==> config.mk <==
export PLATFORM = sky130hd
export DESIGN_NAME = radix_digit_converter_core
export DESIGN_NICKNAME = d
export VERILOG_FILES = /design/src/rtl/rdc_pkg.sv /design/src/rtl/rdc_front.sv /design/src/rtl/rdc_queue.sv /design/src/rtl/rdc_back.sv /design/src/rtl/radix_digit_converter_core.sv
export SDC_FILE = /design/constraint.sdc
export NUM_CORES = 1
export LEC_CHECK = 0
export BUFFER_PORTS_ARGS = -buffer_cell sky130_fd_sc_hd__buf_2
export CAP_MARGIN = 20
export CORE_MARGIN = 2
export CORE_UTILIZATION = 55
export CTS_BUF_LIST = sky130_fd_sc_hd__clkbuf_2
export DETAILED_ROUTE_END_ITERATION = 12
export HOLD_SLACK_MARGIN = 0.03
export PLACE_DENSITY = 0.76
export SLEW_MARGIN = 5
export SYNTH_ARGS = -nofsm -noshare
export SYNTH_HDL_FRONTEND = slang
export SYNTH_HIERARCHICAL = 1
export SYNTH_SLANG_ARGS = --single-unit
==> constraint.sdc <==
create_clock -name clk_i -period 11.85 [get_ports clk_i]
set_clock_uncertainty 0.1 [all_clocks]
set_input_delay 1.185 -clock clk_i [delete_from_list [all_inputs] [get_ports clk_i]]
set_output_delay 1.185 -clock clk_i [all_outputs]
set_load 0.01 [all_outputs]
==> src/rtl/rdc_pkg.sv <==
// rdc_pkg: shared types, constants and helpers for the radix digit converter
// no dependencies; imported by every rdc module and by the top level

package rdc_pkg;

  localparam int unsigned VALUE_BITS_DEF = 63;
  localparam int unsigned MAX_DIGITS_DEF = 64;

  localparam int unsigned BASE_W  = 9;
  localparam int unsigned DIGIT_W = 8;

  localparam logic [BASE_W-1:0] BASE_RESET = 9'd10;
  localparam logic [BASE_W-1:0] BASE_MIN   = 9'd2;
  localparam logic [BASE_W-1:0] BASE_MAX   = 9'd256;

  // quotient bits resolved per divider cycle
  localparam int unsigned RADIX_BITS = 4;

  localparam int unsigned QUEUE_DEPTH = 4;
  localparam int unsigned QPTR_W      = $clog2(QUEUE_DEPTH);

  typedef struct packed {
    logic [DIGIT_W-1:0] digit;
    logic               msd;    // most significant digit of this value, produced last
  } digit_beat_t;

  typedef enum logic [1:0] {
    FS_IDLE,
    FS_DIV,
    FS_PUSH
  } front_state_e;

  typedef enum logic [1:0] {
    BS_FILL,
    BS_RD,
    BS_OUT
  } back_state_e;

  // clamp the programmed radix into 2..256
  function automatic logic [BASE_W-1:0] eff_base(input logic [BASE_W-1:0] b);
    logic [BASE_W-1:0] r;
    r = b;
    if (b < BASE_MIN) begin
      r = BASE_MIN;
    end else if (b > BASE_MAX) begin
      r = BASE_MAX;
    end
    return r;
  endfunction

endpackage

==> src/rtl/rdc_front.sv <==
// rdc_front: accepts values and splits them into digits, least significant first
// shared restoring divider, RADIX_BITS quotient bits per cycle; uses rdc_pkg

module rdc_front import rdc_pkg::*; #(
  parameter int unsigned VALUE_BITS = VALUE_BITS_DEF,
  parameter int unsigned MAX_DIGITS = MAX_DIGITS_DEF
) (
  input  logic                  clk_i,
  input  logic                  rst_ni,
  input  logic                  in_valid_i,
  output logic                  in_ready_o,
  input  logic [VALUE_BITS-1:0] value_i,
  input  logic [BASE_W-1:0]     base_i,
  output logic                  q_valid_o,
  input  logic                  q_ready_i,
  output digit_beat_t           q_beat_o
);

  localparam int unsigned STEPS  = (VALUE_BITS + RADIX_BITS - 1) / RADIX_BITS;
  localparam int unsigned PAD_W  = STEPS * RADIX_BITS;
  localparam int unsigned STEP_W = $clog2(STEPS);
  localparam int unsigned CNT_W  = $clog2(MAX_DIGITS);

  front_state_e       state_q, state_d;
  logic [PAD_W-1:0]   quo_q, quo_d;
  logic [DIGIT_W-1:0] rem_q, rem_d;
  logic [BASE_W-1:0]  base_q, base_d;
  logic [STEP_W-1:0]  step_q, step_d;
  logic [CNT_W-1:0]   cnt_q, cnt_d;
  logic               msd_q, msd_d;

  logic [PAD_W-1:0]   div_quo;
  logic [DIGIT_W-1:0] div_rem;

  // dividend shifts out at the top while quotient bits shift in at the bottom
  always_comb begin
    logic [BASE_W-1:0] trial;
    div_rem = rem_q;
    div_quo = quo_q;
    trial   = '0;
    for (int j = 0; j < RADIX_BITS; j++) begin
      trial   = {div_rem, div_quo[PAD_W-1]};
      div_quo = {div_quo[PAD_W-2:0], 1'b0};
      if (trial >= base_q) begin
        trial      = trial - base_q;
        div_quo[0] = 1'b1;
      end
      div_rem = trial[DIGIT_W-1:0];
    end
  end

  always_comb begin
    state_d    = state_q;
    quo_d      = quo_q;
    rem_d      = rem_q;
    base_d     = base_q;
    step_d     = step_q;
    cnt_d      = cnt_q;
    msd_d      = msd_q;
    in_ready_o = 1'b0;
    q_valid_o  = 1'b0;
    case (state_q)
      FS_IDLE: begin
        in_ready_o = 1'b1;
        if (in_valid_i) begin
          quo_d   = PAD_W'(value_i);
          rem_d   = '0;
          base_d  = base_i;
          step_d  = '0;
          cnt_d   = '0;
          state_d = FS_DIV;
        end
      end
      FS_DIV: begin
        quo_d  = div_quo;
        rem_d  = div_rem;
        step_d = STEP_W'(step_q + 1'b1);
        if (step_q == STEP_W'(STEPS - 1)) begin
          msd_d   = (div_quo == '0) || (cnt_q == CNT_W'(MAX_DIGITS - 1));
          state_d = FS_PUSH;
        end
      end
      FS_PUSH: begin
        q_valid_o = 1'b1;
        if (q_ready_i) begin
          if (msd_q) begin
            state_d = FS_IDLE;
          end else begin
            cnt_d   = CNT_W'(cnt_q + 1'b1);
            rem_d   = '0;
            step_d  = '0;
            state_d = FS_DIV;
          end
        end
      end
      default: begin
        state_d = FS_IDLE;
      end
    endcase
  end

  assign q_beat_o.digit = rem_q;
  assign q_beat_o.msd   = msd_q;

  always_ff @(posedge clk_i or negedge rst_ni) begin
    if (!rst_ni) begin
      state_q <= FS_IDLE;
    end else begin
      state_q <= state_d;
    end
  end

  always_ff @(posedge clk_i) begin
    quo_q  <= quo_d;
    rem_q  <= rem_d;
    base_q <= base_d;
    step_q <= step_d;
    cnt_q  <= cnt_d;
    msd_q  <= msd_d;
  end

endmodule

==> src/rtl/rdc_queue.sv <==
// rdc_queue: short digit queue between divider front and read-out back
// QUEUE_DEPTH entries of digit_beat_t; uses rdc_pkg

module rdc_queue import rdc_pkg::*; (
  input  logic        clk_i,
  input  logic        rst_ni,
  input  logic        push_valid_i,
  output logic        push_ready_o,
  input  digit_beat_t push_beat_i,
  output logic        pop_valid_o,
  input  logic        pop_ready_i,
  output digit_beat_t pop_beat_o
);

  digit_beat_t         entry_q [QUEUE_DEPTH];
  logic [QPTR_W-1:0]   wr_ptr_q, wr_ptr_d;
  logic [QPTR_W-1:0]   rd_ptr_q, rd_ptr_d;
  logic [QPTR_W:0]     fill_q, fill_d;
  logic                push, pop;

  assign push_ready_o = (fill_q != (QPTR_W + 1)'(QUEUE_DEPTH));
  assign pop_valid_o  = (fill_q != '0);
  assign pop_beat_o   = entry_q[rd_ptr_q];

  assign push = push_valid_i && push_ready_o;
  assign pop  = pop_valid_o && pop_ready_i;

  always_comb begin
    wr_ptr_d = wr_ptr_q;
    rd_ptr_d = rd_ptr_q;
    fill_d   = fill_q;
    if (push) begin
      wr_ptr_d = (wr_ptr_q == QPTR_W'(QUEUE_DEPTH - 1)) ? '0 : QPTR_W'(wr_ptr_q + 1'b1);
    end
    if (pop) begin
      rd_ptr_d = (rd_ptr_q == QPTR_W'(QUEUE_DEPTH - 1)) ? '0 : QPTR_W'(rd_ptr_q + 1'b1);
    end
    if (push && !pop) begin
      fill_d = (QPTR_W + 1)'(fill_q + 1'b1);
    end else if (pop && !push) begin
      fill_d = (QPTR_W + 1)'(fill_q - 1'b1);
    end
  end

  always_ff @(posedge clk_i or negedge rst_ni) begin
    if (!rst_ni) begin
      wr_ptr_q <= '0;
      rd_ptr_q <= '0;
      fill_q   <= '0;
    end else begin
      wr_ptr_q <= wr_ptr_d;
      rd_ptr_q <= rd_ptr_d;
      fill_q   <= fill_d;
    end
  end

  always_ff @(posedge clk_i) begin
    if (push) begin
      entry_q[wr_ptr_q] <= push_beat_i;
    end
  end

endmodule

==> src/rtl/rdc_back.sv <==
// rdc_back: stacks the digits of one value and plays them out most significant first
// digit stack memory with registered read, output register; uses rdc_pkg

module rdc_back import rdc_pkg::*; #(
  parameter int unsigned MAX_DIGITS = MAX_DIGITS_DEF
) (
  input  logic               clk_i,
  input  logic               rst_ni,
  input  logic               q_valid_i,
  output logic               q_ready_o,
  input  digit_beat_t        q_beat_i,
  output logic               out_valid_o,
  input  logic               out_ready_i,
  output logic [DIGIT_W-1:0] digit_o,
  output logic               last_digit_o
);

  localparam int unsigned AW = $clog2(MAX_DIGITS);

  back_state_e        state_q, state_d;
  logic [AW-1:0]      wr_ptr_q, wr_ptr_d;
  logic [AW-1:0]      rd_idx_q, rd_idx_d;
  logic               out_valid_q, out_valid_d;
  logic [DIGIT_W-1:0] digit_q, digit_d;
  logic               last_q, last_d;

  logic [DIGIT_W-1:0] stack_mem [MAX_DIGITS];
  logic [DIGIT_W-1:0] rd_data_q;
  logic               wr_en;

  assign q_ready_o = (state_q == BS_FILL);
  assign wr_en     = (state_q == BS_FILL) && q_valid_i;

  always_ff @(posedge clk_i) begin
    if (wr_en) begin
      stack_mem[wr_ptr_q] <= q_beat_i.digit;
    end
    rd_data_q <= stack_mem[rd_idx_q];
  end

  always_comb begin
    state_d     = state_q;
    wr_ptr_d    = wr_ptr_q;
    rd_idx_d    = rd_idx_q;
    digit_d     = digit_q;
    last_d      = last_q;
    out_valid_d = out_valid_q && !out_ready_i;
    case (state_q)
      BS_FILL: begin
        if (q_valid_i) begin
          if (q_beat_i.msd) begin
            rd_idx_d = wr_ptr_q;
            wr_ptr_d = '0;
            state_d  = BS_RD;
          end else begin
            wr_ptr_d = AW'(wr_ptr_q + 1'b1);
          end
        end
      end
      BS_RD: begin
        // read data lands in rd_data_q for the next cycle
        state_d = BS_OUT;
      end
      BS_OUT: begin
        if (!out_valid_q || out_ready_i) begin
          out_valid_d = 1'b1;
          digit_d     = rd_data_q;
          last_d      = (rd_idx_q == '0);
          if (rd_idx_q == '0) begin
            state_d = BS_FILL;
          end else begin
            rd_idx_d = AW'(rd_idx_q - 1'b1);
            state_d  = BS_RD;
          end
        end
      end
      default: begin
        state_d = BS_FILL;
      end
    endcase
  end

  always_ff @(posedge clk_i or negedge rst_ni) begin
    if (!rst_ni) begin
      state_q     <= BS_FILL;
      wr_ptr_q    <= '0;
      rd_idx_q    <= '0;
      out_valid_q <= 1'b0;
    end else begin
      state_q     <= state_d;
      wr_ptr_q    <= wr_ptr_d;
      rd_idx_q    <= rd_idx_d;
      out_valid_q <= out_valid_d;
    end
  end

  always_ff @(posedge clk_i) begin
    digit_q <= digit_d;
    last_q  <= last_d;
  end

  assign out_valid_o  = out_valid_q;
  assign digit_o      = digit_q;
  assign last_digit_o = last_q;

endmodule

==> src/rtl/radix_digit_converter_core.sv <==
// radix_digit_converter_core: top level of the radix digit converter
// instantiates rdc_front, rdc_queue and rdc_back; uses rdc_pkg

// Splits each accepted value into digits of the programmed base (2 to 256; lower
// settings act as 2, higher as 256) and returns one beat per digit, most significant
// first, with last_digit_o set on the least significant one; zero gives a single 0.
// The base is sampled when a value is accepted. Each digit is worked out in the
// shared divider (four quotient bits per cycle) and then pushed to the queue. The
// back end stacks the digits in a memory and, once the top digit is known, plays
// them out through a registered memory read and an output register, taking no new
// digits from the queue until it has passed on the last one; a four-beat queue lets
// the divider start on the next value while the previous one is still being read out.

module radix_digit_converter_core import rdc_pkg::*; #(
  parameter int unsigned VALUE_BITS = VALUE_BITS_DEF,
  parameter int unsigned MAX_DIGITS = MAX_DIGITS_DEF
) (
  input  logic                  clk_i,
  input  logic                  rst_ni,
  input  logic                  cfg_we_i,
  input  logic [BASE_W-1:0]     cfg_wdata_i,
  input  logic                  in_valid_i,
  output logic                  in_ready_o,
  input  logic [VALUE_BITS-1:0] value_i,
  output logic                  out_valid_o,
  input  logic                  out_ready_i,
  output logic [DIGIT_W-1:0]    digit_o,
  output logic                  last_digit_o
);

  logic [BASE_W-1:0] digit_base_q, digit_base_d;
  logic [BASE_W-1:0] base_eff;

  logic        fq_valid, fq_ready;
  digit_beat_t fq_beat;
  logic        qb_valid, qb_ready;
  digit_beat_t qb_beat;

  assign digit_base_d = cfg_we_i ? cfg_wdata_i : digit_base_q;
  assign base_eff     = eff_base(digit_base_q);

  always_ff @(posedge clk_i or negedge rst_ni) begin
    if (!rst_ni) begin
      digit_base_q <= BASE_RESET;
    end else begin
      digit_base_q <= digit_base_d;
    end
  end

  rdc_front #(
    .VALUE_BITS (VALUE_BITS),
    .MAX_DIGITS (MAX_DIGITS)
  ) u_front (
    .clk_i      (clk_i),
    .rst_ni     (rst_ni),
    .in_valid_i (in_valid_i),
    .in_ready_o (in_ready_o),
    .value_i    (value_i),
    .base_i     (base_eff),
    .q_valid_o  (fq_valid),
    .q_ready_i  (fq_ready),
    .q_beat_o   (fq_beat)
  );

  rdc_queue u_queue (
    .clk_i        (clk_i),
    .rst_ni       (rst_ni),
    .push_valid_i (fq_valid),
    .push_ready_o (fq_ready),
    .push_beat_i  (fq_beat),
    .pop_valid_o  (qb_valid),
    .pop_ready_i  (qb_ready),
    .pop_beat_o   (qb_beat)
  );

  rdc_back #(
    .MAX_DIGITS (MAX_DIGITS)
  ) u_back (
    .clk_i        (clk_i),
    .rst_ni       (rst_ni),
    .q_valid_i    (qb_valid),
    .q_ready_o    (qb_ready),
    .q_beat_i     (qb_beat),
    .out_valid_o  (out_valid_o),
    .out_ready_i  (out_ready_i),
    .digit_o      (digit_o),
    .last_digit_o (last_digit_o)
  );

  // divider must be busy right after taking a value
  assert property (@(posedge clk_i) disable iff (!rst_ni)
    in_valid_i && in_ready_o |=> !in_ready_o)
    else $error("front still ready after accepting a value");

  // once the top digit has left the divider it is free for the next value
  assert property (@(posedge clk_i) disable iff (!rst_ni)
    fq_valid && fq_ready && fq_beat.msd |=> in_ready_o)
    else $error("front not idle after its final digit beat");

  // every remainder is below the currently programmed base, after clamping
  assert property (@(posedge clk_i) disable iff (!rst_ni)
    fq_valid |-> ({1'b0, fq_beat.digit} < base_eff))
    else $error("digit not below base");

  // a digit from the queue must never be dropped while the back end plays out
  assert property (@(posedge clk_i) disable iff (!rst_ni)
    qb_valid && !qb_ready |=> qb_valid)
    else $error("queued digit lost");

endmodule

After elaboration in Yosys (flattened, before gate mapping)

Memory sizes are Yosys's and may differ from the RTL's. A register that Yosys moved wholly into a read port is not among the register bits.
Cells that the tools add are included.

Bits in registers: 134
Bits in writable memories: 548
Bits of input ports: 77
Word-level logic and storage cells: 138
Memories kept: 2

$add $sub $neg: 12
Order comparisons: 6
Eq/ne operators: 17
Multiplexer cells: 51
Reduce and logical (&&, ||, !) cells: 32

Memory list:

| name             | words | bits a word | read ports | clocked after memory_dff | write ports | line            | RTL |
|---|---|---|---|---|---|---|---|
| u_back.stack_mem | 64    | 8           | 1          | 1                        | 1           | rdc_back.sv:27  | `logic [DIGIT_W-1:0] stack_mem [MAX_DIGITS];` |
| u_queue.entry_q  | 4     | 9           | 1          | 0                        | 1           | rdc_queue.sv:15 | `digit_beat_t entry_q [QUEUE_DEPTH];` |

Operators with widths:

| operator                                                                     | number |
|---|---|
| 64-bit case mux with 2 select lines                                          | 1 |
| 64-bit logical NOT                                                           | 1 |
| 64-bit two-way mux                                                           | 1 |
| 8-bit two-way mux                                                            | 7 |
| 6-bit two-way mux                                                            | 8 |
| 9-bit greater-or-equal comparator                                            | 4 |
| 8-bit subtractor                                                             | 4 |
| 6-bit case mux with 2 select lines                                           | 2 |
| 8-bit case mux with 3 select lines                                           | 1 |
| 2-bit two-way mux                                                            | 8 |
| 1-bit two-way mux                                                            | 14 |
| 6-bit by 1-bit adder with 6-bit output, second input constant                | 2 |
| 4-bit two-way mux                                                            | 3 |
| 2-bit case mux with 3 select lines                                           | 2 |
| 4-bit case mux with 3 select lines                                           | 1 |
| 2-bit AND reduction                                                          | 5 |
| 9-bit greater-than comparator, second input constant                         | 1 |
| 9-bit by 2-bit less-than comparator with 1-bit output, second input constant | 1 |
| 9-bit two-way mux                                                            | 1 |
| 2-bit == test, second input constant                                         | 4 |
| 2-bit by 1-bit inequality test with 1-bit output, second input constant      | 4 |
| 2-bit inequality test, second input constant                                 | 4 |
| 4-bit AND reduction                                                          | 2 |
| 2-bit nonzero test                                                           | 4 |
| 19 further kinds                                                             | 33 |

Depth between registers and ports, before layout

Depth in word-level cells: 10
Mapped depth: 34
Mapped depth without buffers: 29

By module

The synthesis kept the hierarchy.

By module, submodules not included:

| module                     | times used | cells an instance | area each (µm²) | seq. area each (µm²) |
|---|---|---|---|---|
| rdc_back                   | 1          | 1075              | 21099.0         | 16180.5 |
| rdc_front                  | 1          | 641               | 6017.0          | 2812.7 |
| rdc_queue                  | 1          | 83                | 1736.7          | 1256.2 |
| radix_digit_converter_core | 1          | 34                | 426.7           | 227.7 |

Least setup slack after synthesis

No wires, ideal clock.

Kind: register to register
From: register u_front.rem_q[4]
To: register u_front.rem_q[1], data pin
Library setup time: 266 ps
Arrival time: 6695 ps
Data required time: 11484 ps
Path slack: 4789 ps
Cell stages (with the launch flop): 30
Clock period less this slack: 7061 ps
Cell sequence: edfxtp_1 -> ha_1 -> nand4_1 -> or2_1 -> o21ai_1 -> a21boi_0 -> or2_2 -> ha_1 -> and4_1 -> o2111ai_1 -> o221ai_1 -> buf_2 -> buf_2 -> mux2_2 -> ha_1 -> and4_1 -> o31ai_1 -> a32o_1 -> buf_2 -> clkbuf_8 -> mux2i_1 -> inv_1 -> ha_1 -> o21a_1 -> o31a_1 -> o41a_2 -> o32ai_4 -> buf_6 -> mux2i_1 -> nor2_1

Cells in the longest elaborated chain, start to end: 9

Ends and longest elaborated chain:

| item                                                                  | line                             | RTL |
|---|---|---|
| from (decl)                                                           | rdc_front.sv:26                  | `logic [DIGIT_W-1:0] rem_q, rem_d;` |
| from (signal assigned)                                                | rdc_front.sv:115                 | `rem_q <= rem_d;` |
| 8-bit subtractor or 9-bit greater-or-equal comparator (tied branches) | rdc_front.sv:45, rdc_front.sv:44 |  |
| 8-bit two-way mux *                                                   | rdc_front.sv:44                  | `if (trial >= base_q) begin` |
| 8-bit subtractor or 9-bit greater-or-equal comparator (tied branches) | rdc_front.sv:45, rdc_front.sv:44 |  |
| 8-bit two-way mux *                                                   | rdc_front.sv:44                  |  |
| 9-bit greater-or-equal comparator or 8-bit subtractor (tied branches) | rdc_front.sv:44, rdc_front.sv:45 |  |
| 8-bit two-way mux *                                                   | rdc_front.sv:44                  |  |
| 8-bit subtractor or 9-bit greater-or-equal comparator (tied branches) | rdc_front.sv:45, rdc_front.sv:44 |  |
| 8-bit two-way mux *                                                   | rdc_front.sv:44                  |  |
| 8-bit case mux with 3 select lines *                                  | rdc_front.sv:62                  | `case (state_q)` |

Mark *: on every way between the ends. The rest lies on a longest branch, timed or not.
A chain may end at the register's enable or synchronous reset.

Worst setup path after layout

From: register u_front.rem_q[4]
To: register u_front.rem_q[4], data pin

Same word-level chain as after synthesis.

==> flow_summary.toml <==
[status]
status = "completed"

[critical_path]
timing.rr.start = "u_front/rem_q[4]"
worstSetupPathType = "flip-flop to flip-flop"
critical_path.startpoint = "u_front/rem_q[4]"
worstReg2RegEnd = "u_front/rem_q[4]"
cp-end-kind = "flip-flop"
reg2reg_setup_slack_ns = 3.58
worst_ep_required_time_ns = 12.92
r2r_cells = 27
startpoint_type = "flip-flop"
cp.arrival_ns = 9.34
crit_fanout = 20

[floorplanning]
die_height_um = 234.7
fp-row-count = 84
core_area_um2 = 52550
die_w_um = 234.7
ioPinCount = 88
die-area_um2 = 55100
initial_utilization_pct = 55.72

[power]
p_per_area_nw_per_um2 = 299.2
p_leak_nw = 11.65
peakVddDrop_v = 0.0006308

[yosys]
ys_types = 79
synth-seq-area-share_pct = 69.94
yosys-top-cells-area = "edfxtp_1, mux4_2, nand2_1"
yosysWarnings = 6
synthMostInstantiatedCell = "edfxtp_1"
ys_async_sr_fraction_pct = 4.783
synth_cells = 1833
synth_common_cells = "edfxtp_1, nand2_1, nor2_1"
synth-edff-count = 649
avgSynthCellArea_um2 = 15.97
synth_top_area_cell = "edfxtp_1"
synth_nets = 1962
yosysTopAreaCellShare_pct = 66.56
syn_area_um2 = 29280
ys.flop_type = "edfxtp_1"
ys_ff_latch = 690

[clock_tree]
numCtsBuffers = 168
cts_tree = "yes"
htreeDepth = 4
cts_sinks = 690
max-clock-path-buffers = 3
clock_latency_ns = 1.37
clkTransAtPathRegs_ns = 0.10
cts_root_buffer = "clkbuf_2"

[route]
routedWlPerCell_um = 22.80
drc = 0
top_layer = "met5"
wl_met3_mm = 5.229
dr.pass1.iters = 6
drt_iter0_drc = 1585
viasPerCell = 6.000
route.vias.total = 17520
antenna_left = 0
m1WireLength_mm = 24.94
drt_wl_total_mm = 66.58
wl_met2_mm = 33.94

[timing]
drv_slew = 0
rsz0062_at_grt = "no"
final.min_clock_period_ns = 8.268
hold_slack_ns = 0.2156
slew_headroom_pct = 21.06
finalCritPeriodShare_pct = 69.78
setup_viol = 0
tightest_slew_ns = 1.182
tns_ns = 0
final_hold_viol_count = 0
fmax_mhz = 120.9

[hold_path]
hold_class = "input pin to flip-flop"
min-delay-start = "cfg_we_i"
whs_endpoint = "digit_base_q[8]"
hold_depth = 2

[placed_design]
post_dp_cell_area_um2 = 30300
io_buffers = 87
dp_hpwl_mm = 40.15
place.gp.congestion = 0.8428

[finish]
finalNetCount = 2228
area_growth_pct = 11.46
drive_above_1_share_pct = 23.45
finalInstanceArea_um2 = 32630

[flow_run]
drv_cap = 0

[grt]
antenna_found_initial = 3
overflow = 0
grt_max_degree = 66
track_usage_pct = 24.38
first_global_vias = 18190
grt_pass1_wl_mm = 101.7
==> worst max-delay path by stage <==
stage,to,slack (ns),cells past startpoint
finish,u_front/rem_q[4],3.58,27
global route,u_front/rem_q[4],2.97,27
detailed placement,u_front/rem_q[4],3.66,27
floorplan,u_front/rem_q[1],4.79,29
CTS,u_front/rem_q[4],3.64,27
global placement,u_front/rem_q[1],3.84,28
==> per-stage QoR <==
step,total power [mW],util (%),setup WS [ns],cells
after detailed placement,8.171,57.66,3.664,2538
after floorplan,7.021,-,4.789,1833
after CTS,9.720,61.98,3.638,2911
final,9.764,62.10,3.582,2920
after global routing,10.37,62.09,2.971,2918
after global placement,8.064,57.66,3.842,2538
==> layer usage <==
| metal | track usage, % | up-vias |
|---|---|---|
| li1 | - | 7776 |
| met1 | 29.49 | 8719 |
| met2 | 41.60 | 852 |
| met3 | 6.086 | 170 |
| met4 | 10.80 | 2 |
| met5 | 0 | - |
==> placed cells by master (no fill, tap or decap), types with 17 or more instances in the layout <==
| cell | netlist | layout |
|---|---|---|
| inv_1 | 36 | 36 |
| dlygate4sd3_1 | 0 | 76 |
| a22oi_1 | 45 | 45 |
| mux2_2 | 18 | 18 |
| ha_1 | 47 | 47 |
| buf_2 | 25 | 87 |
| nor4_1 | 17 | 17 |
| mux2i_1 | 86 | 86 |
| nor2b_1 | 25 | 23 |
| o21ai_0 | 47 | 47 |
| edfxtp_1 | 649 | 649 |
| nand3_1 | 24 | 24 |
| mux4_2 | 105 | 105 |
| clkinv_1 | 0 | 42 |
| a21oi_1 | 26 | 26 |
| dfrtp_1 | 31 | 28 |
| nand2_1 | 245 | 245 |
| buf_4 | 9 | 17 |
| clkbuf_2 | 0 | 236 |
| nor2_1 | 115 | 112 |
==> registers in the layout, indices dropped and copies added, names as in the netlist <==
| register | count |
|---|---|
| u_back/rd_idx_q | 6 |
| u_back/digit_o | 8 |
| u_back/wr_ptr_q | 6 |
| u_front/quo_q | 64 |
| u_front/base_q | 9 |
| u_queue/wr_ptr_q | 2 |
| u_queue/rd_ptr_q | 2 |
| digit_base_q | 9 |
| u_back/last_digit_o | 1 |
| u_back/state_q | 2 |
| u_front/rem_q | 8 |
| u_front/msd_q | 1 |
| u_front/step_q | 4 |
| u_back/rd_data_q | 8 |
| u_front/state_q | 2 |
| u_queue/entry_q | 36 |
| u_back/out_valid_o | 1 |
| u_front/cnt_q | 6 |
| u_queue/fill_q | 3 |
| u_back/stack_mem | 512 |
==> report_power, final <==
part	total [mW]	switching [mW]	internal, mW
clock	1.53	0.939	0.589
sequential	3.61	0.240	3.37
combinational	4.62	2.81	1.81
==> area by class of cell <==
type / count / area, um^2
repair buffers: 182 / 1364
fillers: 3839 / 19920
clock inverters: 61 / 329.1
clock buffers: 236 / 1181
well taps: 688 / 860.8
diodes: 6 / 15.01
flip-flops and latches: 690 / 20480
inverters: 37 / 138.9
multi-input cells: 1020 / 8262
==> cells by family (layout without fill, tap and decap cells) <==
kind of cell             Yosys count  in the layout  share of synthesized area, %
AND/OR/NAND/NOR                  501            501                         7.658
other                              0              6                             0
buffers and inverters            123            516                         1.932
adder cells (fa/ha/maj)           52             52                         2.350
XOR/XNOR                          24             24                        0.7179
AO/OA/AOI/OAI                    232            232                         5.594
multiplexers                     211            211                         11.81
flip-flops                       690            690                         69.94
==> worst max-delay path, cell delays in order (launching register included) <==
cell	delay, ns
edfxtp_1	0.50
ha_1	0.40
nand4_1	0.13
or2_1	0.24
o21ai_1	0.37
nand2_2	0.25
o21ai_0	0.34
inv_1	0.08
ha_1	0.37
and4_1	0.22
o2111ai_1	0.11
o221ai_1	0.17
buf_4	0.28
mux2i_1	0.38
ha_1	0.31
and4_1	0.20
o31ai_1	0.25
a32o_1	0.63
nand2b_1	0.19
a221oi_1	0.34
nor2_1	0.10
ha_1	0.33
o21a_1	0.13
o31a_1	0.13
o41a_2	0.44
o32ai_4	0.65
nand2_1	0.17
o32ai_1	0.28
==> what timing repair did <==
action | 4_1_cts | 5_1_grt
buffers inserted | 0 | 0
hold buffers | 76 | 0
endpoints found under the hold margin | 103 | 0
setup endpoints to repair | 0 | 0
resized for setup | 0 | 0
No activity file was read; power rests on OpenSTA's default activity.
